===== src/rtl/assert_macros.svh =====
// Assertion macros shared by the RTL files.
// Depends on clk_i and rst_ni being visible where a macro is used.
`ifndef ASSERT_MACROS_SVH
`define ASSERT_MACROS_SVH

// Clocked property, disabled while reset is active.
`define LFP_ASSERT(label, prop, msg) \
  label: assert property (@(posedge clk_i) disable iff (!rst_ni) (prop)) else $error(msg);

// Implication form built on the macro above.
`define LFP_ASSERT_IMPL(label, ante, cons, msg) \
  `LFP_ASSERT(label, (ante) |-> (cons), msg)

`endif


===== src/rtl/lfp_pkg.sv =====
// Package of the lidar frame parser: frame layout constants, types, result format.
// No dependencies.
package lfp_pkg;

  localparam int unsigned SampleCount   = 270;
  localparam int unsigned MaxFrameBytes = 945;

  localparam int unsigned PosW  = $clog2(MaxFrameBytes + 1);
  localparam int unsigned IdxW  = 9;
  localparam int unsigned ValW  = 16;

  typedef logic [PosW-1:0] pos_t;

  localparam logic [7:0]  StartByte   = 8'h02;
  localparam logic [15:0] LengthShort = 16'd927;
  localparam logic [15:0] LengthLong  = 16'd936;
  localparam logic [15:0] NoneValue   = 16'hFFFF;

  localparam pos_t StartBytes = pos_t'(4);
  localparam pos_t LenHiPos   = pos_t'(6);
  localparam pos_t LenLoPos   = pos_t'(7);
  localparam pos_t MinPos     = pos_t'(936);
  localparam pos_t MaxPos     = pos_t'(MaxFrameBytes);
  localparam pos_t DistBegin  = pos_t'(87);
  localparam pos_t DistEnd    = pos_t'(87 + 2 * SampleCount);
  localparam pos_t StrBegin   = pos_t'(652);
  localparam pos_t StrEnd     = pos_t'(652 + SampleCount);

  localparam int unsigned FifoDepth = 4;
  localparam int unsigned FifoPtrW  = $clog2(FifoDepth);
  localparam int unsigned FifoCntW  = $clog2(FifoDepth + 1);

  typedef enum logic [1:0] {
    KIND_DISTANCE = 2'd0,
    KIND_STRENGTH = 2'd1,
    KIND_SUMMARY  = 2'd2
  } kind_e;

  typedef enum logic [1:0] {
    STATUS_OK         = 2'd0,
    STATUS_BAD_START  = 2'd1,
    STATUS_BAD_LENGTH = 2'd2,
    STATUS_SHORT      = 2'd3
  } status_e;

  typedef enum logic [0:0] {
    REG_DISTANCE_MIN = 1'b0,
    REG_DISTANCE_MAX = 1'b1
  } reg_idx_e;

  typedef struct packed {
    kind_e             result_kind;
    logic [IdxW-1:0]   sample_index;
    logic [ValW-1:0]   sample_value;
    status_e           frame_status;
    logic [15:0]       nearest_index;
    logic [15:0]       nearest_distance;
    logic [9:0]        frame_bytes;
    logic [31:0]       valid_frames;
    logic [31:0]       invalid_frames;
    logic              last_result;
  } result_t;

  typedef struct packed {
    logic [15:0] distance_min;
    logic [15:0] distance_max;
  } cfg_t;

  typedef struct packed {
    logic    sample_vld;
    result_t sample;
    logic    summary_vld;
    result_t summary;
  } push_t;

endpackage


===== src/rtl/lfp_stream_if.sv =====
// Valid/ready channel interfaces of the lidar frame parser.
// Depends on lfp_pkg for field widths.
interface lfp_in_if;
  logic       valid;
  logic       ready;
  logic [7:0] data_byte;
  logic       frame_end;

  modport source (output valid, output data_byte, output frame_end, input ready);
  modport sink   (input valid, input data_byte, input frame_end, output ready);
endinterface

interface lfp_out_if;
  import lfp_pkg::*;
  logic            valid;
  logic            ready;
  logic [1:0]      result_kind;
  logic [IdxW-1:0] sample_index;
  logic [ValW-1:0] sample_value;
  logic [1:0]      frame_status;
  logic [15:0]     nearest_index;
  logic [15:0]     nearest_distance;
  logic [9:0]      frame_bytes;
  logic [31:0]     valid_frames;
  logic [31:0]     invalid_frames;
  logic            last_result;

  modport source (output valid, output result_kind, output sample_index, output sample_value,
                  output frame_status, output nearest_index, output nearest_distance,
                  output frame_bytes, output valid_frames, output invalid_frames,
                  output last_result, input ready);
  modport sink   (input valid, input result_kind, input sample_index, input sample_value,
                  input frame_status, input nearest_index, input nearest_distance,
                  input frame_bytes, input valid_frames, input invalid_frames,
                  input last_result, output ready);
endinterface


===== src/rtl/lidar_frame_parser.sv =====
// Lidar frame parser top level: channels, limit registers, parser and result queue.
// Depends on lfp_pkg, lfp_stream_if, lfp_parser, lfp_result_fifo, assert_macros.svh.
//
// Usage: req_i carries one frame byte per request (data_byte, frame_end on the
// last byte of a frame). res_o carries results: distance samples, strength
// samples and one frame summary on the closing byte; last_result marks the
// final result of a byte. A byte gives zero, one or two results.
// Results of a byte are registered into the result queue and leave on res_o in order.
// Throughput: one byte per cycle; the result queue holds four entries and
// req_i.ready drops only while fewer than two are free, which happens only
// when the receiver stalls res_o. The closing byte may queue two results.
// Configuration: APB writes at 0x0 (distance_min) and 0x4 (distance_max),
// written while no byte is in flight.
// Reset: limits return to 90 and 3600, frame state and counters clear, the
// result queue empties.
module lidar_frame_parser (
  input  logic         clk_i,
  input  logic         rst_ni,
  lfp_in_if.sink       req_i,
  lfp_out_if.source    res_o,
  input  logic         psel,
  input  logic         penable,
  input  logic         pwrite,
  input  logic [2:0]   paddr,
  input  logic [31:0]  pwdata,
  output logic [31:0]  prdata,
  output logic         pready
);
  import lfp_pkg::*;

  cfg_t    cfg_q, cfg_d;
  push_t   push;
  result_t head;
  logic    room, head_vld, accept, cfg_we;
  reg_idx_e reg_idx;

  assign reg_idx = reg_idx_e'(paddr[2]);
  assign pready  = 1'b1;
  assign cfg_we  = psel && penable && pwrite;

  always_comb begin
    cfg_d = cfg_q;
    case (reg_idx)
      REG_DISTANCE_MIN: prdata = {16'h0000, cfg_q.distance_min};
      REG_DISTANCE_MAX: prdata = {16'h0000, cfg_q.distance_max};
      default:          prdata = '0;
    endcase
    if (cfg_we) begin
      case (reg_idx)
        REG_DISTANCE_MIN: cfg_d.distance_min = pwdata[15:0];
        REG_DISTANCE_MAX: cfg_d.distance_max = pwdata[15:0];
        default:          cfg_d = cfg_q;
      endcase
    end
  end

  always_ff @(posedge clk_i or negedge rst_ni) begin
    if (!rst_ni) begin
      cfg_q.distance_min <= 16'd90;
      cfg_q.distance_max <= 16'd3600;
    end else begin
      cfg_q <= cfg_d;
    end
  end

  assign req_i.ready = room;
  assign accept      = req_i.valid && room;

  lfp_parser u_parser (
    .clk_i    (clk_i),
    .rst_ni   (rst_ni),
    .cfg_i    (cfg_q),
    .accept_i (accept),
    .byte_i   (req_i.data_byte),
    .last_i   (req_i.frame_end),
    .push_o   (push)
  );

  lfp_result_fifo u_fifo (
    .clk_i      (clk_i),
    .rst_ni     (rst_ni),
    .push_i     (push),
    .room_o     (room),
    .head_vld_o (head_vld),
    .head_o     (head),
    .pop_i      (res_o.ready)
  );

  assign res_o.valid            = head_vld;
  assign res_o.result_kind      = head.result_kind;
  assign res_o.sample_index     = head.sample_index;
  assign res_o.sample_value     = head.sample_value;
  assign res_o.frame_status     = head.frame_status;
  assign res_o.nearest_index    = head.nearest_index;
  assign res_o.nearest_distance = head.nearest_distance;
  assign res_o.frame_bytes      = head.frame_bytes;
  assign res_o.valid_frames     = head.valid_frames;
  assign res_o.invalid_frames   = head.invalid_frames;
  assign res_o.last_result      = head.last_result;

`include "assert_macros.svh"

  `LFP_ASSERT_IMPL(a_summary_last, head_vld && head.result_kind == KIND_SUMMARY, head.last_result, "summary without last_result")
  `LFP_ASSERT_IMPL(a_sample_fields, head_vld && head.result_kind != KIND_SUMMARY, head.frame_bytes == '0 && head.valid_frames == '0, "sample carries summary fields")
  `LFP_ASSERT_IMPL(a_sample_index, head_vld && head.result_kind != KIND_SUMMARY, head.sample_index < IdxW'(SampleCount), "sample index out of range")
  `LFP_ASSERT_IMPL(a_push_room, push.sample_vld || push.summary_vld, room, "result pushed without queue room")

endmodule


===== src/rtl/lfp_parser.sv =====
// Per-byte frame parser: frame state, sample extraction, nearest tracking, summary.
// Depends on lfp_pkg.
module lfp_parser (
  input  logic         clk_i,
  input  logic         rst_ni,
  input  lfp_pkg::cfg_t cfg_i,
  input  logic         accept_i,
  input  logic [7:0]   byte_i,
  input  logic         last_i,
  output lfp_pkg::push_t push_o
);
  import lfp_pkg::*;

  pos_t        pos_q, pos_d, pos_u;
  logic        start_bad_q, start_bad_d, start_bad_u;
  logic [15:0] len_q, len_d, len_u;
  logic [7:0]  hi_q, hi_d, hi_u;
  logic [15:0] best_dist_q, best_dist_d, best_dist_u;
  logic [15:0] best_idx_q, best_idx_d, best_idx_u;
  logic [31:0] good_q, good_d;
  logic [31:0] bad_q, bad_d;

  pos_t        rel_dist, rel_str;
  logic [15:0] dist_val;
  logic        sample_vld;
  result_t     sample, summary;
  status_e     status;

  always_comb begin
    pos_u       = pos_q;
    start_bad_u = start_bad_q;
    len_u       = len_q;
    hi_u        = hi_q;
    best_dist_u = best_dist_q;
    best_idx_u  = best_idx_q;
    sample_vld  = 1'b0;
    sample      = '0;
    rel_dist    = pos_q - DistBegin;
    rel_str     = pos_q - StrBegin;
    dist_val    = {hi_q, byte_i};

    if (pos_q < MaxPos) begin
      if (pos_q < StartBytes && byte_i != StartByte) begin
        start_bad_u = 1'b1;
      end
      if (pos_q == LenHiPos) begin
        len_u = {byte_i, len_q[7:0]};
      end
      if (pos_q == LenLoPos) begin
        len_u = {len_q[15:8], byte_i};
      end
      if (pos_q >= DistBegin && pos_q < DistEnd) begin
        if (!rel_dist[0]) begin
          hi_u = byte_i;
        end else begin
          if (dist_val < best_dist_q && dist_val > cfg_i.distance_min &&
              dist_val < cfg_i.distance_max)
          begin
            best_dist_u = dist_val;
            best_idx_u  = 16'(rel_dist >> 1);
          end
          sample_vld          = 1'b1;
          sample.result_kind  = KIND_DISTANCE;
          sample.sample_index = IdxW'(rel_dist >> 1);
          sample.sample_value = dist_val;
        end
      end
      if (pos_q >= StrBegin && pos_q < StrEnd) begin
        sample_vld          = 1'b1;
        sample.result_kind  = KIND_STRENGTH;
        sample.sample_index = IdxW'(rel_str);
        sample.sample_value = {8'h00, byte_i};
      end
      pos_u = pos_q + pos_t'(1);
    end
    sample.last_result = !last_i;

    if (start_bad_u) begin
      status = STATUS_BAD_START;
    end else if (len_u != LengthShort && len_u != LengthLong) begin
      status = STATUS_BAD_LENGTH;
    end else if (pos_u < MinPos) begin
      status = STATUS_SHORT;
    end else begin
      status = STATUS_OK;
    end

    good_d = good_q;
    bad_d  = bad_q;
    if (last_i) begin
      if (status == STATUS_OK) begin
        good_d = good_q + 32'd1;
      end else begin
        bad_d = bad_q + 32'd1;
      end
    end

    summary                  = '0;
    summary.result_kind      = KIND_SUMMARY;
    summary.frame_status     = status;
    summary.nearest_index    = (status == STATUS_OK) ? best_idx_u : NoneValue;
    summary.nearest_distance = (status == STATUS_OK) ? best_dist_u : NoneValue;
    summary.frame_bytes      = 10'(pos_u);
    summary.valid_frames     = good_d;
    summary.invalid_frames   = bad_d;
    summary.last_result      = 1'b1;

    if (last_i) begin
      pos_d       = '0;
      start_bad_d = 1'b0;
      len_d       = '0;
      hi_d        = '0;
      best_dist_d = NoneValue;
      best_idx_d  = NoneValue;
    end else begin
      pos_d       = pos_u;
      start_bad_d = start_bad_u;
      len_d       = len_u;
      hi_d        = hi_u;
      best_dist_d = best_dist_u;
      best_idx_d  = best_idx_u;
    end
  end

  assign push_o.sample_vld  = accept_i && sample_vld;
  assign push_o.sample      = sample;
  assign push_o.summary_vld = accept_i && last_i;
  assign push_o.summary     = summary;

  always_ff @(posedge clk_i or negedge rst_ni) begin
    if (!rst_ni) begin
      pos_q       <= '0;
      start_bad_q <= 1'b0;
      len_q       <= '0;
      hi_q        <= '0;
      best_dist_q <= NoneValue;
      best_idx_q  <= NoneValue;
      good_q      <= '0;
      bad_q       <= '0;
    end else if (accept_i) begin
      pos_q       <= pos_d;
      start_bad_q <= start_bad_d;
      len_q       <= len_d;
      hi_q        <= hi_d;
      best_dist_q <= best_dist_d;
      best_idx_q  <= best_idx_d;
      good_q      <= good_d;
      bad_q       <= bad_d;
    end
  end

endmodule


===== src/rtl/lfp_result_fifo.sv =====
// Result queue: takes up to two results per cycle while room_o is high, hands out one per cycle while pop_i is high.
// Depends on lfp_pkg.
module lfp_result_fifo (
  input  logic             clk_i,
  input  logic             rst_ni,
  input  lfp_pkg::push_t   push_i,
  output logic             room_o,
  output logic             head_vld_o,
  output lfp_pkg::result_t head_o,
  input  logic             pop_i
);
  import lfp_pkg::*;

  result_t mem_q [FifoDepth];

  logic [FifoPtrW-1:0] wr_q, wr_d, rd_q, rd_d;
  logic [FifoCntW-1:0] cnt_q, cnt_d;
  logic [1:0]          n_push;
  logic                pop;
  result_t             entry0;

  assign n_push = {1'b0, push_i.sample_vld} + {1'b0, push_i.summary_vld};
  assign entry0 = push_i.sample_vld ? push_i.sample : push_i.summary;
  assign pop    = pop_i && head_vld_o;

  assign wr_d  = wr_q + FifoPtrW'(n_push);
  assign rd_d  = rd_q + FifoPtrW'(pop);
  assign cnt_d = cnt_q + FifoCntW'(n_push) - FifoCntW'(pop);

  assign room_o     = cnt_q <= FifoCntW'(FifoDepth - 2);
  assign head_vld_o = cnt_q != '0;
  assign head_o     = mem_q[rd_q];

  always_ff @(posedge clk_i) begin
    if (n_push != 2'd0) begin
      mem_q[wr_q] <= entry0;
    end
    if (n_push == 2'd2) begin
      mem_q[wr_q + FifoPtrW'(1)] <= push_i.summary;
    end
  end

  always_ff @(posedge clk_i or negedge rst_ni) begin
    if (!rst_ni) begin
      wr_q  <= '0;
      rd_q  <= '0;
      cnt_q <= '0;
    end else begin
      wr_q  <= wr_d;
      rd_q  <= rd_d;
      cnt_q <= cnt_d;
    end
  end

endmodule


===== src/flat_wrapper.sv =====
// flat-port wrapper written by rule: the top's interface ports become plain ports
module lidar_frame_parser_flat import lfp_pkg::*;
  (clk_i, rst_ni, psel, penable, pwrite, paddr, pwdata, prdata, pready, req_i_valid, req_i_data_byte, req_i_frame_end, req_i_ready, res_o_valid, res_o_result_kind, res_o_sample_index, res_o_sample_value, res_o_frame_status, res_o_nearest_index, res_o_nearest_distance, res_o_frame_bytes, res_o_valid_frames, res_o_invalid_frames, res_o_last_result, res_o_ready);
  lfp_in_if req_i_i ();
  lfp_out_if res_o_i ();
  input  logic clk_i;
  input  logic rst_ni;
  input  logic psel;
  input  logic penable;
  input  logic pwrite;
  input  logic [2:0] paddr;
  input  logic [31:0] pwdata;
  output logic [31:0] prdata;
  output logic pready;
  input wire logic [$bits(req_i_i.valid)-1:0] req_i_valid;
  input wire logic [$bits(req_i_i.data_byte)-1:0] req_i_data_byte;
  input wire logic [$bits(req_i_i.frame_end)-1:0] req_i_frame_end;
  output wire logic [$bits(req_i_i.ready)-1:0] req_i_ready;
  output wire logic [$bits(res_o_i.valid)-1:0] res_o_valid;
  output wire logic [$bits(res_o_i.result_kind)-1:0] res_o_result_kind;
  output wire logic [$bits(res_o_i.sample_index)-1:0] res_o_sample_index;
  output wire logic [$bits(res_o_i.sample_value)-1:0] res_o_sample_value;
  output wire logic [$bits(res_o_i.frame_status)-1:0] res_o_frame_status;
  output wire logic [$bits(res_o_i.nearest_index)-1:0] res_o_nearest_index;
  output wire logic [$bits(res_o_i.nearest_distance)-1:0] res_o_nearest_distance;
  output wire logic [$bits(res_o_i.frame_bytes)-1:0] res_o_frame_bytes;
  output wire logic [$bits(res_o_i.valid_frames)-1:0] res_o_valid_frames;
  output wire logic [$bits(res_o_i.invalid_frames)-1:0] res_o_invalid_frames;
  output wire logic [$bits(res_o_i.last_result)-1:0] res_o_last_result;
  input wire logic [$bits(res_o_i.ready)-1:0] res_o_ready;
  assign req_i_i.valid = req_i_valid;
  assign req_i_i.data_byte = req_i_data_byte;
  assign req_i_i.frame_end = req_i_frame_end;
  assign req_i_ready = req_i_i.ready;
  assign res_o_valid = res_o_i.valid;
  assign res_o_result_kind = res_o_i.result_kind;
  assign res_o_sample_index = res_o_i.sample_index;
  assign res_o_sample_value = res_o_i.sample_value;
  assign res_o_frame_status = res_o_i.frame_status;
  assign res_o_nearest_index = res_o_i.nearest_index;
  assign res_o_nearest_distance = res_o_i.nearest_distance;
  assign res_o_frame_bytes = res_o_i.frame_bytes;
  assign res_o_valid_frames = res_o_i.valid_frames;
  assign res_o_invalid_frames = res_o_i.invalid_frames;
  assign res_o_last_result = res_o_i.last_result;
  assign res_o_i.ready = res_o_ready;
  lidar_frame_parser u_core (.clk_i(clk_i), .rst_ni(rst_ni), .req_i(req_i_i), .res_o(res_o_i), .psel(psel), .penable(penable), .pwrite(pwrite), .paddr(paddr), .pwdata(pwdata), .prdata(prdata), .pready(pready));
endmodule

===== config.mk =====
export PLATFORM = sky130hd
export DESIGN_NAME = lidar_frame_parser_flat
export DESIGN_NICKNAME = d
export VERILOG_FILES = /design/src/rtl/lfp_pkg.sv /design/src/rtl/lfp_stream_if.sv /design/src/rtl/lidar_frame_parser.sv /design/src/rtl/lfp_parser.sv /design/src/rtl/lfp_result_fifo.sv /design/src/flat_wrapper.sv
export VERILOG_INCLUDE_DIRS = /design/src /design/src/rtl
export SDC_FILE = /design/constraint.sdc
export NUM_CORES = 1
export LEC_CHECK = 0
export BUFFER_PORTS_ARGS = -buffer_cell sky130_fd_sc_hd__buf_4
export CELL_PAD_IN_SITES_DETAIL_PLACEMENT = 0
export CELL_PAD_IN_SITES_GLOBAL_PLACEMENT = 1
export CORE_MARGIN = 4
export CORE_UTILIZATION = 35
export CTS_BUF_LIST = sky130_fd_sc_hd__clkbuf_4 sky130_fd_sc_hd__clkbuf_8 sky130_fd_sc_hd__clkbuf_16
export DETAILED_ROUTE_END_ITERATION = 12
export GPL_TIMING_DRIVEN = 0
export PLACE_DENSITY_LB_ADDON = 0.25
export SKIP_LAST_GASP = 1
export SLEW_MARGIN = 5
export SYNTH_ARGS = -nofsm -noshare
export SYNTH_HDL_FRONTEND = slang
export SYNTH_SLANG_ARGS = --single-unit

===== constraint.sdc =====
create_clock -name clk_i -period 8.5 [get_ports clk_i]
set_input_delay 0.425 -clock clk_i [delete_from_list [all_inputs] [get_ports clk_i]]
set_output_delay 0.425 -clock clk_i [all_outputs]
set_load 0.05 [all_outputs]

==> impl.org <==
** Setup path
- Startpoint types :: flip-flop
- For the worst setup path, the data required time is 8.84 ns.
- CP endpoint kind :: flip-flop
- At the worst endpoint, the arrival time is 6.44 ns.
- Of all nets on the critical path, the largest fanout is 10.
- Type of the setup path with the least slack :: flip-flop to flip-flop
- Worst reg2reg setup slack :: 2.41 ns
- Depth of the worst register-to-register path :: 18
- The startpoint identified for the worst register-to-register timing path is u_core.u_parser.pos_q[3]$_DFFE_PN0P_.
- Endpoint of the lowest-slack register-to-register path :: u_core.u_fifo.mem_q[2][107]$_DFFE_PP_

** STA
- Maximum clock rate :: 164 MHz
- Max-slew headroom :: 10.3%
- Across the routed clock network, the largest skew measured is 0.0339 ns.
- The number of max-slew violations in the final report was 0.
- In the post-route analysis, the smallest setup slack over all paths is 2.41 ns.
- Count of endpoints failing hold in the final timing report :: 0
- The smallest clock period supported by the final layout is computed as 6.09 ns.
- RSZ-0062 raised after global routing :: false
- Setup violations remaining at the end of the flow were counted as 0.
- Tightest Pin Transition :: 1.35 ns
- Dividing the final minimum period by the clock period gives 71.7%.

** Min path
- The startpoint identified for the worst hold timing path is pwdata[10].
- Counting instances, the worst hold path has a depth of 2.
- Type of the most critical hold path :: primary input to flip-flop
- Worst Hold Endpoint :: u_core.cfg_q[26]$_DFFE_PN0P_

** Run
- Max-cap violations in this run came to 0.

** Detailed routing
- The detailed router placed 22000 vias in this run.
- The count of nets left with antenna violations once routing finished came out at 0.
- The first routing iteration left 1552 violations.
- Detailed-route vias per instance :: 5.24
- After detailed routing, the average wire length per cell comes to 22.7 um.
- DRT Pass-1 Iters :: 5
- After detailed routing, the number of remaining DRC violations is 0.
- After detailed routing, the total wire length is 95500 um.

** Die
- Measured along the y axis, the die boundary spans 314 um.
- The floorplan step defined a die boundary enclosing 98500 sq um.
- Floorplan Core Area :: 92200 sq um
- The initial utilization of the core area, before any placement, comes to 35.5%.
- Floorplan row count :: 111
- Die span in x :: 314 um
- Number of primary I/O pins :: 222

** Cells and area
- Layout cell share with drive strength beyond 1 :: 20.7%
- After the last flow step, the layout net total stands at 3010.
- Once layout is complete, the cells apart from fillers number 4201.
- From synthesis to final layout, the design area changed by 18.6%.
- The number of antenna diodes in the final layout is 0.

** Clocking
- Buffers inserted during post-CTS setup optimization :: 0
- The clock reaches the later pin of the worst-skew pair after 0.64 ns.
- The cell sitting at the root of the clock tree is a sky130_fd_sc_hd__clkbuf_16.
- CTS saw 714 sinks.
- H-tree lvl count :: 3
- In this run, post-CTS repair resized a total of 0 instances.
- Clock tree from TritonCTS :: built
- The clock passes through at most 3 buffers.
- Clock-pin slew on the worst setup and hold paths :: 0.06 ns
- In this run, CTS created clock tree buffers numbering 80.
- In this run, post-CTS hold repair placed 9 buffers.

** Synthesis
- Post-synthesis cell count :: 2597
- Area of the mapped netlist :: 32700 sq um
- Top-area cell type share of the netlist area :: 39.6%
- Of all flip-flops after synthesis, the portion carrying an async set or reset was 23.8%.
- Of the synthesized area, sequential elements account for 59.6%.
- Counting flops and latches in the post-synthesis netlist gives 714.
- In this run, synthesis inferred 432 flip-flops with an integrated enable.
- Dominant synthesized flop cell :: sky130_fd_sc_hd__edfxtp_1
- Yosys attributes the largest share of cell area to sky130_fd_sc_hd__edfxtp_1 40%, sky130_fd_sc_hd__dfrtp_1 9.9%, sky130_fd_sc_hd__mux4_2 9.4%.
- Synth Area per Inst :: 12.6 sq um
- Library cell occupying the most area in the post-synthesis netlist :: sky130_fd_sc_hd__edfxtp_1
- Total of warnings raised by yosys :: 0
- Number of library cell types mapped by synthesis :: 77

** Place
- Routability-driven placement finished with a final weighted congestion of 0.856.
- Prior to clock tree synthesis, the placed netlist has a worst setup slack of 2.49 ns.
- Detailed placement finished with a half-perimeter wire length of 65300 um.
- Placed Cells incl. Taps :: 4045
- Number of input and output port buffers inserted :: 185

** Global routing
- The initial antenna violation count came to 2.
- Entering global routing, the biggest net connects 94 pins.
- Number of global-route vias before repair :: 22600
- The first global-routing pass estimated 144000 um of wire.
- Congestion Overflow GR :: 0
- In the global route stage, overall resource usage came out at 19.2%.

** Pwr
- Power Total :: 13.1 mW
- In this run the static leakage power is 14.6 nW.
- Maximum vdd drop :: 0.000154 V
- Pwr/cell area :: 337 nW/um^2

** Run status
- Outcome :: finished, final reports clean
## report_power, final
group	switching [mW]	internal (mW)	total (mW)	leakage (nW)
registers	0.240	4.35	4.59	7.24
clock network	1.45	2.20	3.65	1.40
logic	3.32	1.51	4.83	5.98
total	5.01	8.07	13.1	14.6
## worst max-delay path: stages (launching register included)
cell and delay [ns]:
sky130_fd_sc_hd__dfrtp_1 0.36, sky130_fd_sc_hd__buf_2 0.22, sky130_fd_sc_hd__inv_1 0.19, sky130_fd_sc_hd__ha_1 0.29, sky130_fd_sc_hd__a211o_1 0.34, sky130_fd_sc_hd__a21oi_1 0.13
sky130_fd_sc_hd__o22ai_1 0.18, sky130_fd_sc_hd__and2_1 0.32, sky130_fd_sc_hd__nand2_1 0.26, sky130_fd_sc_hd__nand2b_1 0.12, sky130_fd_sc_hd__inv_2 0.20, sky130_fd_sc_hd__ha_1 0.37
sky130_fd_sc_hd__nor2_1 0.09, sky130_fd_sc_hd__and2_1 0.16, sky130_fd_sc_hd__clkbuf_1 0.17, sky130_fd_sc_hd__a21oi_1 0.81, sky130_fd_sc_hd__clkbuf_1 0.90, sky130_fd_sc_hd__buf_1 0.60
sky130_fd_sc_hd__nor2_1 0.09
## per-stage QoR
step | hold slack (ns) | util, % | cell area, sq um | TNS (ns)
floorplan | 0.129 | - | 32800 | 0
global placement | 0.429 | 38.7 | 35700 | -29.64
detailed placement | 0.442 | 38.9 | 35900 | 0
CTS | 0.000100 | 42.1 | 38800 | 0
global route | 0.00252 | 42.1 | 38800 | 0
finish | 0.0346 | 42.1 | 38800 | 0
## worst max-delay path by stage
| stage | startpoint | endpoint | slack (ns) | depth (start not counted) |
|---|---|---|---|---|
| floorplan | u_core.u_fifo.cnt_q[1]$_DFF_PN0_ | u_core.u_fifo.mem_q[1][100]$_DFFE_PP_ | 2.98 | 11 |
| global placement | u_core.u_parser.pos_q[3]$_DFFE_PN0P_ | u_core.u_fifo.mem_q[0][43]$_DFFE_PP_ | -0.19 | 14 |
| detailed placement | u_core.u_parser.pos_q[3]$_DFFE_PN0P_ | u_core.u_fifo.mem_q[2][102]$_DFFE_PP_ | 2.49 | 18 |
| CTS | u_core.u_parser.pos_q[3]$_DFFE_PN0P_ | u_core.u_fifo.mem_q[2][107]$_DFFE_PP_ | 2.49 | 18 |
| global route | u_core.u_parser.pos_q[3]$_DFFE_PN0P_ | u_core.u_fifo.mem_q[2][95]$_DFFE_PP_ | 2.13 | 18 |
| finish | u_core.u_parser.pos_q[3]$_DFFE_PN0P_ | u_core.u_fifo.mem_q[2][107]$_DFFE_PP_ | 2.41 | 18 |
## cell usage in the layout (no fill, tap or decap), types with 13 or more instances in the layout
cell	instances
sky130_fd_sc_hd__o21ai_0	79
sky130_fd_sc_hd__clkbuf_1	107
sky130_fd_sc_hd__xnor2_1	71
sky130_fd_sc_hd__mux2_2	36
sky130_fd_sc_hd__a21oi_1	45
sky130_fd_sc_hd__clkbuf_8	13
sky130_fd_sc_hd__buf_4	206
sky130_fd_sc_hd__dfxtp_1	112
sky130_fd_sc_hd__nor2_1	445
sky130_fd_sc_hd__a21o_1	16
sky130_fd_sc_hd__clkbuf_4	15
sky130_fd_sc_hd__buf_1	34
sky130_fd_sc_hd__edfxtp_1	432
sky130_fd_sc_hd__and2_1	24
sky130_fd_sc_hd__nor4_1	22
sky130_fd_sc_hd__conb_1	17
sky130_fd_sc_hd__o32a_1	15
sky130_fd_sc_hd__buf_2	19
sky130_fd_sc_hd__inv_1	67
sky130_fd_sc_hd__clkbuf_16	83
sky130_fd_sc_hd__a22o_1	86
sky130_fd_sc_hd__dfstp_2	40
sky130_fd_sc_hd__nand4_1	44
sky130_fd_sc_hd__nor2b_1	53
sky130_fd_sc_hd__or4_1	17
sky130_fd_sc_hd__dfrtp_1	130
sky130_fd_sc_hd__xor2_1	69
sky130_fd_sc_hd__ha_1	64
sky130_fd_sc_hd__nand2_1	167
sky130_fd_sc_hd__clkinv_2	14
sky130_fd_sc_hd__nand3_1	43
sky130_fd_sc_hd__and3_1	18
sky130_fd_sc_hd__nor3_1	41
sky130_fd_sc_hd__mux4_2	136
sky130_fd_sc_hd__a22oi_1	16
## cell families after synthesis
family	Yosys count	synth area share (%)
buf+inv	257	3.32
simple gates	919	12.9
xor+xnor	141	3.80
mux	177	10.8
fa+ha+maj	65	2.51
flops	714	59.6
compound gates	322	7.04
other cells	2	0.0229
## Yosys cell counts (45+ instances only)
| master | number |
|---|---|
| sky130_fd_sc_hd__nor2b_1 | 53 |
| sky130_fd_sc_hd__nor2_1 | 445 |
| sky130_fd_sc_hd__inv_1 | 71 |
| sky130_fd_sc_hd__nand2_1 | 167 |
| sky130_fd_sc_hd__dfrtp_1 | 130 |
| sky130_fd_sc_hd__xnor2_1 | 71 |
| sky130_fd_sc_hd__xor2_1 | 69 |
| sky130_fd_sc_hd__clkbuf_1 | 107 |
| sky130_fd_sc_hd__a21oi_1 | 45 |
| sky130_fd_sc_hd__ha_1 | 64 |
| sky130_fd_sc_hd__dfxtp_1 | 112 |
| sky130_fd_sc_hd__o21ai_0 | 79 |
| sky130_fd_sc_hd__edfxtp_1 | 432 |
| sky130_fd_sc_hd__a22o_1 | 86 |
| sky130_fd_sc_hd__mux4_2 | 136 |
## layout make-up
cell class	instances	area [sq um]
multi-input cells	1641	12200
inverters	72	290
plain buffers	185	817
fillers	8683	53400
repair buffers	200	1630
clock inverters	35	430
flip-flops and latches	714	19500
clock buffers	111	2370
well taps	1243	1560
## per-layer routing
metal	global-route usage [%]	up-vias	wire length, um
li1	-	10000	-
met1	25.5	11200	40700
met2	32.4	629	47000
met3	3.07	140	4780
met4	6.06	2	3030
met5	0	-	7
## state kept, by name, summed over array words and instances, names as in the netlist
| name | count |
|---|---|
| u_core.cfg_q | 32 |
| u_core.u_fifo.cnt_q | 3 |
| u_core.u_fifo.mem_q | 544 |
| u_core.u_fifo.rd_q | 2 |
| u_core.u_fifo.wr_q | 2 |
| u_core.u_parser.bad_q | 32 |
| u_core.u_parser.best_dist_q | 16 |
| u_core.u_parser.best_idx_q | 16 |
| u_core.u_parser.good_q | 32 |
| u_core.u_parser.hi_q | 8 |
| u_core.u_parser.len_q | 16 |
| u_core.u_parser.pos_q | 10 |
| u_core.u_parser.start_bad_q | 1 |
Power figures use the tool's default switching activity.
